`config.mk`:
```
export PLATFORM = sky130hd
export DESIGN_NAME = button_debounce_click_detector
export DESIGN_NICKNAME = d
export VERILOG_FILES = /design/src/design/bdcd_pkg.sv /design/src/design/bdcd_csr.sv /design/src/design/bdcd_step.sv /design/src/design/bdcd_rsp_queue.sv /design/src/design/button_debounce_click_detector.sv
export SDC_FILE = /design/constraint.sdc
export NUM_CORES = 1
export LEC_CHECK = 0
export ABC_AREA = 1
export BUFFER_PORTS_ARGS = -buffer_cell sky130_fd_sc_hd__buf_2
export CORE_MARGIN = 1.5
export CORE_UTILIZATION = 56
export DETAILED_ROUTE_END_ITERATION = 8
export PLACE_DENSITY = 0.8
export SYNTH_ARGS = -nofsm -noshare
export SYNTH_HDL_FRONTEND = slang
export SYNTH_HIERARCHICAL = 1
export SYNTH_SLANG_ARGS = --single-unit
export TNS_END_PERCENT = 20
```
`constraint.sdc`:
```
create_clock -name clock -period 6 [get_ports clock]
set_input_delay 1.2 -clock clock [delete_from_list [all_inputs] [get_ports clock]]
set_output_delay 1.2 -clock clock [all_outputs]
set_load 0.1 [all_outputs]
```
`src/design/bdcd_pkg.sv`:
```
// Package for the button debounce and click detector.
// Holds shared widths, register map, event codes, press states and the
// config/result types. No dependencies.
`timescale 1ns / 1ps

package bdcd_pkg;

   localparam int TIME_BITS   = 16;
   localparam int QUEUE_DEPTH = 8;
   localparam int QPTR_BITS   = $clog2(QUEUE_DEPTH);
   localparam int QCNT_BITS   = QPTR_BITS + 1;
   localparam int ADDR_BITS   = 5;
   localparam int DATA_BITS   = 32;

   // register indexes (byte address = 4 * index)
   localparam logic [2:0] REG_ENABLE       = 3'd0;
   localparam logic [2:0] REG_INVERT_LEVEL = 3'd1;
   localparam logic [2:0] REG_DEBOUNCE_MS  = 3'd2;
   localparam logic [2:0] REG_PRESS_MS     = 3'd3;
   localparam logic [2:0] REG_LONG_MS      = 3'd4;
   localparam logic [2:0] REG_LONGER_MS    = 3'd5;
   localparam logic [2:0] REG_REPEAT_LIMIT = 3'd6;

   localparam logic [2:0] EV_PRESS        = 3'd0;
   localparam logic [2:0] EV_LONG_START   = 3'd1;
   localparam logic [2:0] EV_LONG_STOP    = 3'd2;
   localparam logic [2:0] EV_LONGER_START = 3'd3;
   localparam logic [2:0] EV_LONGER_STOP  = 3'd4;

   // press machine states
   localparam logic [2:0] ST_IDLE     = 3'd0;
   localparam logic [2:0] ST_HELD     = 3'd1;
   localparam logic [2:0] ST_RELEASED = 3'd2;
   localparam logic [2:0] ST_LONG     = 3'd3;
   localparam logic [2:0] ST_LONGER   = 3'd4;

   typedef struct packed {
      logic        enable;
      logic        invert_level;
      logic [15:0] debounce_ms;
      logic [15:0] press_ms;
      logic [15:0] long_press_ms;
      logic [15:0] longer_press_ms;
      logic [7:0]  repeat_limit;
   } cfg_type;

   typedef struct packed {
      logic [2:0] event_code;
      logic [7:0] repeat_count;
      logic       last;
   } result_type;

   // results of one tick, handed from the step logic to the queue
   typedef struct packed {
      logic       in_flight;
      logic [1:0] count;
      result_type ev0;
      result_type ev1;
   } step_out_type;

endpackage

```
`src/design/bdcd_csr.sv`:
```
// Configuration registers of the button debounce and click detector.
// APB-style write and read-back; depends on bdcd_pkg.
`timescale 1ns / 1ps

module bdcd_csr import bdcd_pkg::*; (
   input  logic                 clock,
   input  logic                 reset,
   input  logic                 psel,
   input  logic                 penable,
   input  logic                 pwrite,
   input  logic [ADDR_BITS-1:0] paddr,
   input  logic [DATA_BITS-1:0] pwdata,
   output logic [DATA_BITS-1:0] prdata,
   output logic                 pready,
   output cfg_type              cfg
);

   cfg_type    cfg_ff;
   logic       wr_en;
   logic [2:0] reg_idx;

   assign pready  = 1'b1;
   assign wr_en   = psel & penable & pwrite;
   assign reg_idx = paddr[4:2];
   assign cfg     = cfg_ff;

   always_ff @(posedge clock) begin
      if (reset) begin
         cfg_ff.enable          <= 1'b0;
         cfg_ff.invert_level    <= 1'b0;
         cfg_ff.debounce_ms     <= 16'd20;
         cfg_ff.press_ms        <= 16'd300;
         cfg_ff.long_press_ms   <= 16'd500;
         cfg_ff.longer_press_ms <= 16'd5000;
         cfg_ff.repeat_limit    <= 8'd2;
      end else if (wr_en) begin
         unique case (reg_idx)
            REG_ENABLE:       cfg_ff.enable          <= pwdata[0];
            REG_INVERT_LEVEL: cfg_ff.invert_level    <= pwdata[0];
            REG_DEBOUNCE_MS:  cfg_ff.debounce_ms     <= pwdata[15:0];
            REG_PRESS_MS:     cfg_ff.press_ms        <= pwdata[15:0];
            REG_LONG_MS:      cfg_ff.long_press_ms   <= pwdata[15:0];
            REG_LONGER_MS:    cfg_ff.longer_press_ms <= pwdata[15:0];
            REG_REPEAT_LIMIT: cfg_ff.repeat_limit    <= pwdata[7:0];
            default: ;
         endcase
      end
   end

   always_comb begin
      prdata = '0;
      unique case (reg_idx)
         REG_ENABLE:       prdata = {31'd0, cfg_ff.enable};
         REG_INVERT_LEVEL: prdata = {31'd0, cfg_ff.invert_level};
         REG_DEBOUNCE_MS:  prdata = {16'd0, cfg_ff.debounce_ms};
         REG_PRESS_MS:     prdata = {16'd0, cfg_ff.press_ms};
         REG_LONG_MS:      prdata = {16'd0, cfg_ff.long_press_ms};
         REG_LONGER_MS:    prdata = {16'd0, cfg_ff.longer_press_ms};
         REG_REPEAT_LIMIT: prdata = {24'd0, cfg_ff.repeat_limit};
         default:          prdata = '0;
      endcase
   end

endmodule

```
`src/design/bdcd_step.sv`:
```
// Per-tick logic: input register, debouncer and five-state press machine.
// Emits up to two results per tick; depends on bdcd_pkg.
`timescale 1ns / 1ps

module bdcd_step import bdcd_pkg::*; (
   input  logic         clock,
   input  logic         reset,
   input  cfg_type      cfg,
   input  logic         in_valid,
   input  logic         in_level,
   output step_out_type step_out
);

   localparam logic [TIME_BITS-1:0] TIME_MAX = {TIME_BITS{1'b1}};

   logic                 in_v_ff, in_level_ff;
   logic                 busy_ff, busy_in;
   logic                 cand_ff, cand_in;
   logic                 stable_ff, stable_in;
   logic [TIME_BITS-1:0] deb_ff, deb_in;
   logic [2:0]           state_ff, state_in;
   logic [TIME_BITS-1:0] pel_ff, pel_in;
   logic                 pend_ff, pend_in;
   logic                 pend_press_ff, pend_press_in;
   logic [7:0]           rep_ff, rep_in;

   logic                 active, level;
   logic [TIME_BITS-1:0] pel_inc, deb_inc;
   logic [1:0]           n_res;
   logic [2:0]           code0, code1;
   logic                 last0;

   assign active  = in_v_ff & cfg.enable;
   assign level   = in_level_ff ^ cfg.invert_level;
   assign pel_inc = (pel_ff == TIME_MAX) ? pel_ff : pel_ff + 1'b1;
   assign deb_inc = (deb_ff == TIME_MAX) ? deb_ff : deb_ff + 1'b1;

   always_ff @(posedge clock) begin
      in_level_ff <= in_level;
      if (reset) begin
         in_v_ff <= 1'b0;
      end else begin
         in_v_ff <= in_valid;
      end
   end

   always_comb begin
      busy_in       = busy_ff;
      cand_in       = cand_ff;
      stable_in     = stable_ff;
      deb_in        = deb_ff;
      pel_in        = pel_ff;
      pend_in       = pend_ff;
      pend_press_in = pend_press_ff;
      state_in      = state_ff;
      rep_in        = rep_ff;
      n_res         = 2'd0;
      code0         = EV_PRESS;
      code1         = EV_LONGER_STOP;
      last0         = 1'b1;

      if (active) begin
         pel_in = pel_inc;

         // debouncer
         if (!busy_ff) begin
            if (level != stable_ff) begin
               busy_in = 1'b1;
               cand_in = level;
               deb_in  = '0;
            end
         end else if (level == cand_ff) begin
            deb_in = deb_inc;
            if (32'(deb_inc) >= 32'(cfg.debounce_ms)) begin
               stable_in     = level;
               pend_in       = 1'b1;
               pend_press_in = level;
               pel_in        = '0;
               busy_in       = 1'b0;
            end
         end else begin
            busy_in = 1'b0;
         end

         // press machine
         unique case (state_ff)
            ST_IDLE: begin
               if (pend_in && pend_press_in) begin
                  pend_in  = 1'b0;
                  state_in = ST_HELD;
               end
            end
            ST_HELD: begin
               if (pend_in && !pend_press_in) begin
                  pend_in  = 1'b0;
                  state_in = ST_RELEASED;
               end else if (32'(pel_in) > 32'(cfg.long_press_ms)) begin
                  n_res    = 2'd1;
                  code0    = EV_LONG_START;
                  state_in = ST_LONG;
               end
            end
            ST_LONG: begin
               if (pend_in) begin
                  n_res    = 2'd1;
                  code0    = EV_LONG_STOP;
                  pend_in  = 1'b0;
                  state_in = ST_IDLE;
                  rep_in   = '0;
               end else if (32'(pel_in) > 32'(cfg.longer_press_ms)) begin
                  n_res    = 2'd1;
                  code0    = EV_LONGER_START;
                  state_in = ST_LONGER;
               end
            end
            ST_LONGER: begin
               // two beats: long stop, then longer stop marked last
               if (pend_in) begin
                  n_res    = 2'd2;
                  code0    = EV_LONG_STOP;
                  last0    = 1'b0;
                  pend_in  = 1'b0;
                  state_in = ST_IDLE;
                  rep_in   = '0;
               end
            end
            ST_RELEASED: begin
               if (pend_in && pend_press_in) begin
                  pend_in = 1'b0;
                  if (rep_ff < cfg.repeat_limit) begin
                     state_in = ST_HELD;
                     rep_in   = rep_ff + 1'b1;
                  end else begin
                     n_res    = 2'd1;
                     code0    = EV_PRESS;
                     state_in = ST_IDLE;
                     rep_in   = '0;
                  end
               end else if (32'(pel_in) > 32'(cfg.press_ms)) begin
                  n_res    = 2'd1;
                  code0    = EV_PRESS;
                  state_in = ST_IDLE;
                  rep_in   = '0;
               end
            end
            default: ;
         endcase
      end
   end

   always_ff @(posedge clock) begin
      if (reset) begin
         busy_ff       <= 1'b0;
         cand_ff       <= 1'b0;
         stable_ff     <= 1'b0;
         deb_ff        <= '0;
         state_ff      <= ST_IDLE;
         pel_ff        <= '0;
         pend_ff       <= 1'b0;
         pend_press_ff <= 1'b0;
         rep_ff        <= '0;
      end else begin
         busy_ff       <= busy_in;
         cand_ff       <= cand_in;
         stable_ff     <= stable_in;
         deb_ff        <= deb_in;
         state_ff      <= state_in;
         pel_ff        <= pel_in;
         pend_ff       <= pend_in;
         pend_press_ff <= pend_press_in;
         rep_ff        <= rep_in;
      end
   end

   // repeat count reported is the value held before this tick
   assign step_out.in_flight        = in_v_ff;
   assign step_out.count            = n_res;
   assign step_out.ev0.event_code   = code0;
   assign step_out.ev0.repeat_count = rep_ff;
   assign step_out.ev0.last         = last0;
   assign step_out.ev1.event_code   = code1;
   assign step_out.ev1.repeat_count = rep_ff;
   assign step_out.ev1.last         = 1'b1;

   a_idle_no_repeat: assert property (@(posedge clock) disable iff (reset)
      (state_ff == ST_IDLE) |-> (rep_ff == 8'd0))
      else $error("click count held while press machine idle");

   a_busy_differs: assert property (@(posedge clock) disable iff (reset)
      busy_ff |-> (cand_ff != stable_ff))
      else $error("debouncer busy on a level equal to the stable level");

   a_frozen_when_off: assert property (@(posedge clock) disable iff (reset)
      (in_v_ff && !cfg.enable) |=> ($stable(state_ff) && $stable(pel_ff)))
      else $error("state moved on a tick while disabled");

   a_two_only_from_longer: assert property (@(posedge clock) disable iff (reset)
      (n_res == 2'd2) |-> (state_ff == ST_LONGER))
      else $error("double result outside longer press");

endmodule

```
`src/design/bdcd_rsp_queue.sv`:
```
// Result queue: takes up to two beats per cycle from the step logic into an
// eight-entry store behind an output register that drives the result channel;
// also produces the input stall. Uses bdcd_pkg.
`timescale 1ns / 1ps

module bdcd_rsp_queue import bdcd_pkg::*; (
   input  logic         clock,
   input  logic         reset,
   input  step_out_type step_out,
   output logic         req_stall,
   output logic         rsp_valid,
   input  logic         rsp_stall,
   output result_type   rsp_data
);

   result_type           mem [QUEUE_DEPTH];
   result_type           out_ff;
   logic                 out_v_ff, out_v_in;
   logic [QPTR_BITS-1:0] wr_ptr_ff, wr_ptr_in, rd_ptr_ff, rd_ptr_in;
   logic [QCNT_BITS-1:0] count_ff, count_in;
   logic                 pop, load, mem_pop, bypass;
   logic [1:0]           wr_n;
   result_type           wr_first;
   logic [QPTR_BITS-1:0] wr_ptr_nx;

   assign rsp_valid = out_v_ff;
   assign rsp_data  = out_ff;
   assign pop       = out_v_ff & ~rsp_stall;
   // output register is free after this edge
   assign load      = ~out_v_ff | pop;
   assign mem_pop   = load & (count_ff != '0);
   // store empty: first new beat goes straight to the output register
   assign bypass    = load & (count_ff == '0) & (step_out.count != 2'd0);
   assign wr_n      = bypass ? (step_out.count - 2'd1) : step_out.count;
   assign wr_first  = bypass ? step_out.ev1 : step_out.ev0;
   assign wr_ptr_nx = wr_ptr_ff + 1'b1;
   assign out_v_in  = load ? (mem_pop | bypass) : 1'b1;

   // leave room for the tick in flight and the one about to enter
   assign req_stall = step_out.in_flight ?
                      (count_ff > QCNT_BITS'(QUEUE_DEPTH - 4)) :
                      (count_ff > QCNT_BITS'(QUEUE_DEPTH - 2));

   assign wr_ptr_in = wr_ptr_ff + QPTR_BITS'(wr_n);
   assign rd_ptr_in = rd_ptr_ff + QPTR_BITS'(mem_pop);
   assign count_in  = count_ff + QCNT_BITS'(wr_n) - QCNT_BITS'(mem_pop);

   always_ff @(posedge clock) begin
      if (wr_n != 2'd0) begin
         mem[wr_ptr_ff] <= wr_first;
      end
      if (wr_n == 2'd2) begin
         mem[wr_ptr_nx] <= step_out.ev1;
      end
      if (mem_pop) begin
         out_ff <= mem[rd_ptr_ff];
      end else if (bypass) begin
         out_ff <= step_out.ev0;
      end
   end

   always_ff @(posedge clock) begin
      if (reset) begin
         wr_ptr_ff <= '0;
         rd_ptr_ff <= '0;
         count_ff  <= '0;
         out_v_ff  <= 1'b0;
      end else begin
         wr_ptr_ff <= wr_ptr_in;
         rd_ptr_ff <= rd_ptr_in;
         count_ff  <= count_in;
         out_v_ff  <= out_v_in;
      end
   end

   a_no_overflow: assert property (@(posedge clock) disable iff (reset)
      (32'(count_ff) + 32'(wr_n) - 32'(mem_pop)) <= QUEUE_DEPTH)
      else $error("result queue overflow");

   a_ptr_count: assert property (@(posedge clock) disable iff (reset)
      QPTR_BITS'(wr_ptr_ff - rd_ptr_ff) == QPTR_BITS'(count_ff))
      else $error("queue pointers disagree with fill count");

   a_pop_advances: assert property (@(posedge clock) disable iff (reset)
      mem_pop |=> (rd_ptr_ff == QPTR_BITS'($past(rd_ptr_ff) + 1'b1)))
      else $error("read pointer did not advance on a taken beat");

   a_hold_stalled: assert property (@(posedge clock) disable iff (reset)
      (rsp_valid && rsp_stall) |=> (rsp_valid && $stable(rsp_data)))
      else $error("stalled result beat changed");

endmodule

```
`src/design/button_debounce_click_detector.sv`:
```
// Button debouncer with multi-click, long-press and longer-press detection.
// Each req beat is one millisecond tick with the sampled pin level. A tick is
// taken every cycle while req_stall is low; its results (none, one, or two
// for a longer-press stop) pass through the input register and then the result
// output register before they appear on rsp. The result queue (eight beats
// behind the output register) sets the only limit: req_stall rises when it
// cannot hold the beats of the tick in flight and of one more tick, so a
// stalled rsp side throttles req once the queue fills. Program registers only
// while no ticks or results are in flight. Depends on bdcd_pkg.
`timescale 1ns / 1ps

module button_debounce_click_detector import bdcd_pkg::*; (
   input  logic                 clock,
   input  logic                 reset,
   input  logic                 req_valid,
   output logic                 req_stall,
   input  logic                 req_pin_level,
   output logic                 rsp_valid,
   input  logic                 rsp_stall,
   output logic [2:0]           rsp_event_code,
   output logic [7:0]           rsp_repeat_count,
   output logic                 rsp_last,
   input  logic                 psel,
   input  logic                 penable,
   input  logic                 pwrite,
   input  logic [ADDR_BITS-1:0] paddr,
   input  logic [DATA_BITS-1:0] pwdata,
   output logic [DATA_BITS-1:0] prdata,
   output logic                 pready
);

   cfg_type      cfg;
   step_out_type step_out;
   result_type   rsp_data;
   logic         req_take;

   assign req_take = req_valid & ~req_stall;

   bdcd_csr u_csr (
      .clock   (clock),
      .reset   (reset),
      .psel    (psel),
      .penable (penable),
      .pwrite  (pwrite),
      .paddr   (paddr),
      .pwdata  (pwdata),
      .prdata  (prdata),
      .pready  (pready),
      .cfg     (cfg)
   );

   bdcd_step u_step (
      .clock    (clock),
      .reset    (reset),
      .cfg      (cfg),
      .in_valid (req_take),
      .in_level (req_pin_level),
      .step_out (step_out)
   );

   bdcd_rsp_queue u_queue (
      .clock     (clock),
      .reset     (reset),
      .step_out  (step_out),
      .req_stall (req_stall),
      .rsp_valid (rsp_valid),
      .rsp_stall (rsp_stall),
      .rsp_data  (rsp_data)
   );

   assign rsp_event_code   = rsp_data.event_code;
   assign rsp_repeat_count = rsp_data.repeat_count;
   assign rsp_last         = rsp_data.last;

endmodule
```
==> flow_summary.yaml, run 1 <==
clock_tree:
  cts.htree.levels: 1
  clock_tree.buffer_depth: 3
  clockRootBuffer: "clkbuf_16"
  clock-sinks: 243
  insertion_delay_ns: 0.55
  hold_buffers: 0
  path_clk_slew_ns: 0.06
  tritoncts: "done"
  numCtsBuffers: 28
floorplan:
  floorplan.core_area_um2: 27800
  num_rows: 61
  dieArea_um2: 29300
  io_count: 92
  start_util_pct: 57.0
  fp.dieW_um: 171
  dieHeight_um: 171
outcome:
  outcome: "finished with violations"
  violations: "setup timing"
logic_synthesis:
  synth_mux_area_share_pct: 0
  synth_enable_flop_cells: 108
  synth_top_family_by_area: "simple AND/OR/NAND/NOR gates"
  postSynth.asyncResetShare_pct: 0
  synth-simple-area-share_pct: 35.5
  synth.ff_latch_count: 243
  yosys.cell_types.count: 54
  synth_area_um2: 15800
  synth_xor_area_share_pct: 1.22
  synth_area_per_cell_um2: 7.19
  synth_compound_area_share_pct: 7.98
  synth_adder_area_share_pct: 6.89
  synthesis.instances: 2201
  yosys_warnings: 6
  synth_sequential_area_ratio_pct: 37.6
  ys.flop_type: "dfxtp_1"
timing:
  fin_worst_hold_slack_ns: 0.463
  grt_setup_unrepaired: "yes"
  max_clock_skew_ns: 0.00677
  max_clock_freq_mhz: 165
  timing_worst_slew_pin_value_ns: 1.26
  final_max_slew_viol_count: 0
  timing.final.crit_period_ns: 6.06
  setup_viol: 4
  finalHoldViolCount: 0
  min_period_over_period_pct: 101
  max-slew-margin-rel_pct: 15.8
  setup_slack_ns: -0.0587
worst_setup_path:
  crit_path_frequent_cell: "inv_2"
  critPathArrivalTime_ns: 6.48
  worstPathRequired_ns: 6.42
  worst_setup_path_start_kind: "flop"
  ff2ff_setup_slack_ns: -0.06
  rr_startpoint: "u_step/deb_ff[1]$_SDFFE_PP0P_"
  critical_path_peak_fanout: 8
  max_stage_delay_ns: 0.55
  reg2reg_depth: 37
  worst_setup_path_end_kind: "flop"
  setup.worst_path.class: "reg2reg"
  timing.rr.end: "u_queue/count_ff[1]$_SDFF_PP0_"
  cp_slowest_cell: "fa_2"
final_layout:
  number_of_inserted_diodes: 0
  final_layout_size_suffix_gt1_share_pct: 16.9
  final_net_count: 2406
  flow.area_growth_from_synthesis_pct: 15.9
  final.fill_count: 2273
  mostFrequentLayoutCell: "nand2_1"
  final-instance-count-excl-fill: 2673
  layout_common_cells: "nand2_1 (604), nor2_1 (274), inv_1 (184)"
power:
  combinationalPowerShare_pct: 27.6
  leakage_nw: 8.26
  ir_worst_vdd_mv: 0.210
  power.net_switching_w: 0.00177
  powerDensity_nw_per_um2: 267
  power.share.clock_pct: 34.5
  seqPwrFrac_pct: 37.8
  cell_internal_pwr_w: 0.00312
  swShare_pct: 36.2
drt:
  drt.antenna.violating_nets: 0
  vias: 15453
  first_pass_iteration_count_of_the_detailed_router: 7
  drcViolationCount: 0
  avgRoutedWirePerCell_um: 17.0
  drt-vias-per-instance: 5.78
  detail_route.wirelength_mm: 45.3
  first_iter_violations: 1889
min_path:
  worst_hold_startpoint: "u_step/pend_ff$_SDFFE_PP0P_"
  min-delay-path-class: "reg2reg"
  whs_path_depth: 2
  hold_end: "u_step/pend_ff$_SDFFE_PP0P_"
flow_run:
  cap_violations: 0
global_route:
  initial_antenna_violation_count: 0
  track_usage_pct: 30.1
  grt.overflow.total: 0
  grt_start_max_net_pins: 80
  grt_pass1_vias: 14123
  grt_first_pass_wirelength_mm: 70.3
placement:
  dp_cells: 2603
  post_place_worst_slack_ns: -0.352
  globalplace.congestion: 0.928
  buffer_ports.inserted: 56
  hpwlAfterDp_mm: 29.7
critical path, delay by kind of cell, from the launching register on:
kind | cells | cell delay [ns]
buffers and inverters | 6 | 0.47
flip-flops | 1 | 0.36
AND/OR/NAND/NOR | 13 | 1.31
AO/OA/AOI/OAI | 11 | 1.98
adder cells (fa/ha/maj) | 6 | 1.53
XOR/XNOR | 1 | 0.27
repair_timing:
action                     CTS  global route
buffers inserted            11            10
resized for setup           46           101
gates cloned                 0             0
setup endpoints to repair  198           199
pin swaps                   18            52
routing by layer:
| layer | part of all wire [%] | up-vias | track usage (%) |
|---|---|---|---|
| met3 | 9.2 | 144 | 3.72 |
| met4 | 4.0 | 0 | 14.0 |
| met1 | 40 | 7074 | 39.1 |
| met2 | 47 | 871 | 49.9 |
| met5 | 0 | - | 0 |
| li1 | - | 7364 | - |
power by group through the flow:
stage               Clock (W)  Combinational [W]  Sequential (W)
detailed placement          0            0.00127         0.00189
global placement            0            0.00125         0.00189
finish                0.00169            0.00135         0.00185
floorplan                   0           0.000683         0.00220
global route          0.00178            0.00145         0.00186
CTS                   0.00171            0.00129         0.00185
final cells by class:
cell class / count / area (µm²) / share of cell area (%)
repair buffers: 179 / 1350 / 7.35
well taps: 378 / 473 / 2.58
clock inverters: 17 / 159 / 0.866
clock buffers: 33 / 741 / 4.04
inverters: 211 / 810 / 4.41
multi-input cells: 1612 / 8860 / 48.3
flip-flops and latches: 243 / 5950 / 32.4
synth_stat cells (31+ instances only):
master,instances,area [µm²]
nand2_1,633,2380
nor2_1,280,1050
inv_1,204,766
nand4_1,144,901
dfxtp_1,135,2700
nand3_1,113,566
edfxtp_1,108,3240
ha_1,84,1050
a21oi_1,81,405
o21ai_0,81,405
buf_4,55,413
clkbuf_1,44,165
buf_2,39,195
nor3_1,32,160
o211ai_1,31,233
worst max-delay path by stage:
| stage | start | endpoint | slack [ns] | cells past startpoint |
|---|---|---|---|---|
| finish | u_step/deb_ff[1]$_SDFFE_PP0P_ | u_queue/count_ff[1]$_SDFF_PP0_ | -0.06 | 37 |
| global route | u_step/deb_ff[5]$_SDFFE_PP0P_ | u_queue/count_ff[3]$_SDFF_PP0_ | -0.32 | 53 |
| CTS | u_step/deb_ff[0]$_SDFFE_PP0P_ | u_queue/count_ff[2]$_SDFF_PP0_ | 0.03 | 47 |
| detailed placement | u_step/deb_ff[0]$_SDFFE_PP0P_ | u_queue/count_ff[2]$_SDFF_PP0_ | -0.35 | 43 |
| global placement | u_step/deb_ff[0]$_SDFFE_PP0P_ | u_queue/wr_ptr_ff[2]$_SDFF_PP0_ | -0.17 | 40 |
| floorplan | u_step/deb_ff[0]$_SDFFE_PP0P_ | u_queue/count_ff[3]$_SDFF_PP0_ | 0.12 | 44 |
state kept, by name, summed over array words and instances, names as in the netlist, 4 cells and up:
name	cells
u_queue/count_ff	4
u_step/pel_ff	16
u_queue/mem	96
u_queue/rsp_data	12
u_csr/cfg	74
u_step/rep_ff	8
u_step/deb_ff	16
through the flow:
step	setup TNS [ns]	power, W	util (%)	instance area, µm²
final	-0.146	0.00489	66.0	18300
after global routing	-32.96	0.00509	66.0	18300
after CTS	0	0.00485	64.1	17800
after detailed placement	-48.15	0.00316	59.9	16600
after global placement	-17.85	0.00313	59.9	16600
after floorplan	0	0.00288	-	15900
kinds of logic (layout without fill, tap and decap cells):
family | count (synthesis) | in the layout
adders and majority gates | 86 | 86
xor gates and xnor gates | 22 | 22
buffers and inverters | 364 | 440
AOI/OAI and AO/OA | 220 | 220
other | 4 | 22
and+or+nand+nor | 1262 | 1262
DFF | 243 | 243
Power figures use the tool's default switching activity.
==> run 2: changes to the inputs <==
--- a/config.mk
+++ b/config.mk
@@ -8,11 +8,11 @@
 export ABC_AREA = 1
 export BUFFER_PORTS_ARGS = -buffer_cell sky130_fd_sc_hd__buf_2
 export CORE_MARGIN = 1.5
-export CORE_UTILIZATION = 56
+export CORE_UTILIZATION = 55
 export DETAILED_ROUTE_END_ITERATION = 8
-export PLACE_DENSITY = 0.8
+export PLACE_DENSITY = 0.79
+export SKIP_CTS_REPAIR_TIMING = 1
 export SYNTH_ARGS = -nofsm -noshare
 export SYNTH_HDL_FRONTEND = slang
-export SYNTH_HIERARCHICAL = 1
 export SYNTH_SLANG_ARGS = --single-unit
 export TNS_END_PERCENT = 20
==> flow_summary.yaml, run 2 <==
worst_setup_path:
  critical_path_peak_fanout: 6
  worst_setup_path_start_kind: "flop"
  reg2reg_depth: 45
  worstPathRequired_ns: 6.47
  timing.critical_path.to: "u_queue.count_ff[3]$_SDFF_PP0_"
  critPathArrivalTime_ns: 6.69
  worst_setup_path_end_kind: "flop"
  rr_startpoint: "u_step.deb_ff[1]$_SDFFE_PP0P_"
  timing.rr.end: "u_queue.count_ff[3]$_SDFF_PP0_"
  setup.worst_path.class: "reg2reg"
  ff2ff_setup_slack_ns: -0.22
  cp_slowest_cell: "dfxtp_2"
  crit_path_frequent_cell: "ha_4"
  crit_path_start: "u_step.deb_ff[1]$_SDFFE_PP0P_"
  max_stage_delay_ns: 0.35
timing:
  finalHoldViolCount: 0
  max_clock_freq_mhz: 161
  timing_worst_slew_pin_value_ns: 1.19
  max-slew-margin-rel_pct: 20.9
  timing.final.crit_period_ns: 6.22
  fin_worst_hold_slack_ns: 0.465
  grt_setup_unrepaired: "yes"
  final_max_slew_viol_count: 0
  max_clock_skew_ns: 0.00890
  setup_viol: 143
  setup_slack_ns: -0.221
  min_period_over_period_pct: 104
logic_synthesis:
  ys.flop_type: "dfxtp_1"
  post_synth_most_frequent_cells: "nand2_1 (236), nor2_1 (232), inv_1 (206)"
  yosys_warnings: 0
  synth_top_cell_by_area: "dfxtp_1"
  synth_sequential_area_ratio_pct: 42.1
  yosys.cell_types.count: 50
  synth_area_per_cell_um2: 7.67
  postSynth.asyncResetShare_pct: 0
  synth_area_leaders: "dfxtp_1 (25%), edfxtp_1 (17%), ha_1 (8.1%), o21ai_0 (7.3%), a21oi_1 (6.6%)"
  synth_enable_flop_cells: 76
  synthesis.instances: 1742
  synth.ff_latch_count: 243
  yosys.cell_count.top_type: "nand2_1"
  synth_area_um2: 13400
  synth_top_cell_area_share_pct: 25.0
floorplan:
  dieArea_um2: 25200
  io_count: 92
  dieHeight_um: 159
  num_rows: 56
  start_util_pct: 56.4
  floorplan.core_area_um2: 23700
  fp.dieW_um: 159
global_route:
  grt.overflow.total: 0
  grt_start_max_net_pins: 79
  track_usage_pct: 26.6
  grt_pass1_vias: 11734
  grt_first_pass_wirelength_mm: 55.6
  initial_antenna_violation_count: 0
final_layout:
  layout.core_utilization_pct: 67.9
  final.fill_count: 1951
  largest_reg_flops: 96
  most_flop_heavy_register: "u_queue.mem"
  number_of_inserted_diodes: 0
  final_net_count: 2026
  mostFrequentLayoutCell: "nor2_1"
  final-instance-count-excl-fill: 2230
  final_layout_size_suffix_gt1_share_pct: 18.1
  flow.area_growth_from_synthesis_pct: 20.3
  layout_common_cells: "nor2_1 (223), nand2_1 (220), inv_1 (197)"
  area.sequential_um2: 5630
  multi_input_comb_area_um2: 6900
clock_tree:
  tritoncts: "done"
  numCtsBuffers: 26
  clock-sinks: 243
  cts.htree.levels: 1
  clockRootBuffer: "clkbuf_16"
  clock_tree.buffer_depth: 3
  path_clk_slew_ns: 0.06
  insertion_delay_ns: 0.54
drt:
  avgRoutedWirePerCell_um: 15.7
  vias: 12330
  drcViolationCount: 0
  first_pass_iteration_count_of_the_detailed_router: 6
  drt.antenna.violating_nets: 0
  first_iter_violations: 1139
  detail_route.wirelength_mm: 34.9
  drt-vias-per-instance: 5.53
min_path:
  min-delay-path-class: "reg2reg"
power:
  powerDensity_nw_per_um2: 284
  cell_internal_pwr_w: 0.00300
  power.net_switching_w: 0.00158
  swShare_pct: 34.5
  power.share.clock_pct: 35.0
  combinationalPowerShare_pct: 25.1
  finalPower_w: 0.00457
  seqPwrFrac_pct: 39.9
  ir_worst_vdd_mv: 0.260
  leakage_nw: 6.84
placement:
  globalplace.congestion: 0.902
  dp_cells: 2168
  hpwlAfterDp_mm: 24.9
  buffer_ports.inserted: 56
outcome:
  violations: "setup timing"
  outcome: "finished with violations"
flow_run:
  cap_violations: 0
[run 2: worst min-delay path by stage]
stage | depth (start not counted) | slack (ns) | endpoint | startpoint
3_5_place_dp | 2 | 0.45 | u_queue.mem[1][11]$_SDFFE_PP1P_ | u_queue.mem[1][11]$_SDFFE_PP1P_
6_report | 2 | 0.46 | u_queue.mem[4][9]$_SDFFE_PP0P_ | u_queue.mem[4][9]$_SDFFE_PP0P_
4_1_cts | 2 | 0.46 | u_queue.mem[6][9]$_SDFFE_PP0P_ | u_queue.mem[6][9]$_SDFFE_PP0P_
2_1_floorplan | 2 | 0.42 | u_queue.mem[1][0]$_SDFFE_PP1P_ | u_queue.mem[1][0]$_SDFFE_PP1P_
3_3_place_gp | 2 | 0.44 | u_queue.mem[5][0]$_SDFFE_PP1P_ | u_queue.mem[5][0]$_SDFFE_PP1P_
5_1_grt | 2 | 0.47 | u_queue.mem[4][9]$_SDFFE_PP0P_ | u_queue.mem[4][9]$_SDFFE_PP0P_
[run 2: final cells by class]
class | count | area share, %
multi-input cells | 1208 | 42.9
flip-flops and latches | 243 | 35.0
repair buffers | 190 | 8.86
inverters | 224 | 5.45
clock buffers | 34 | 4.54
well taps | 319 | 2.48
clock inverters | 12 | 0.747
[run 2: per-stage QoR]
stage | instance area, µm² | setup TNS, ns | setup slack, ns
finish | 16100 | -12.72 | -0.221
global route | 16100 | -76.64 | -0.689
CTS | 15500 | -58.04 | -0.552
detailed placement | 14700 | -50.95 | -0.502
global placement | 14700 | -21.51 | -0.318
floorplan | 13400 | 0 | 0.00811
[run 2: cell families (layout without fill, tap and decap cells)]
kind of cell | Yosys count | after routing | share of synthesized area (%)
other | 2 | 17 | 0.0562
buffers and inverters | 306 | 460 | 9.49
flip-flops | 243 | 243 | 42.1
XOR/XNOR | 21 | 21 | 1.38
AO/OA/AOI/OAI | 464 | 464 | 19.2
adder cells (fa/ha/maj) | 88 | 88 | 8.35
AND/OR/NAND/NOR | 618 | 618 | 19.5
[run 2: critical path: cells and delay by family, from the launching register on]
family / cells / cell delay, ns
buf+inv: 11 / 1.03
compound gates: 12 / 1.80
simple gates: 15 / 1.63
xor+xnor: 1 / 0.19
fa+ha+maj: 6 / 1.15
flops: 1 / 0.35
[run 2: per-layer routing]
layer  global-route usage, %  share of wire, %  vias to the layer above
met2                    46.8                49                      452
li1                        -                 -                     6124
met1                    31.9                40                     5645
met4                    12.7               4.5                        0
met5                       0                 0                        -
met3                    3.71               6.5                      109
[run 2: power groups by stage]
stage	Sequential [W]	Combinational, W	Clock [W]
after floorplan	0.00212	0.000586	0
after global placement	0.00186	0.00107	0
after detailed placement	0.00186	0.00109	0
after CTS	0.00182	0.00110	0.00162
after global routing	0.00183	0.00123	0.00168
final	0.00183	0.00115	0.00160
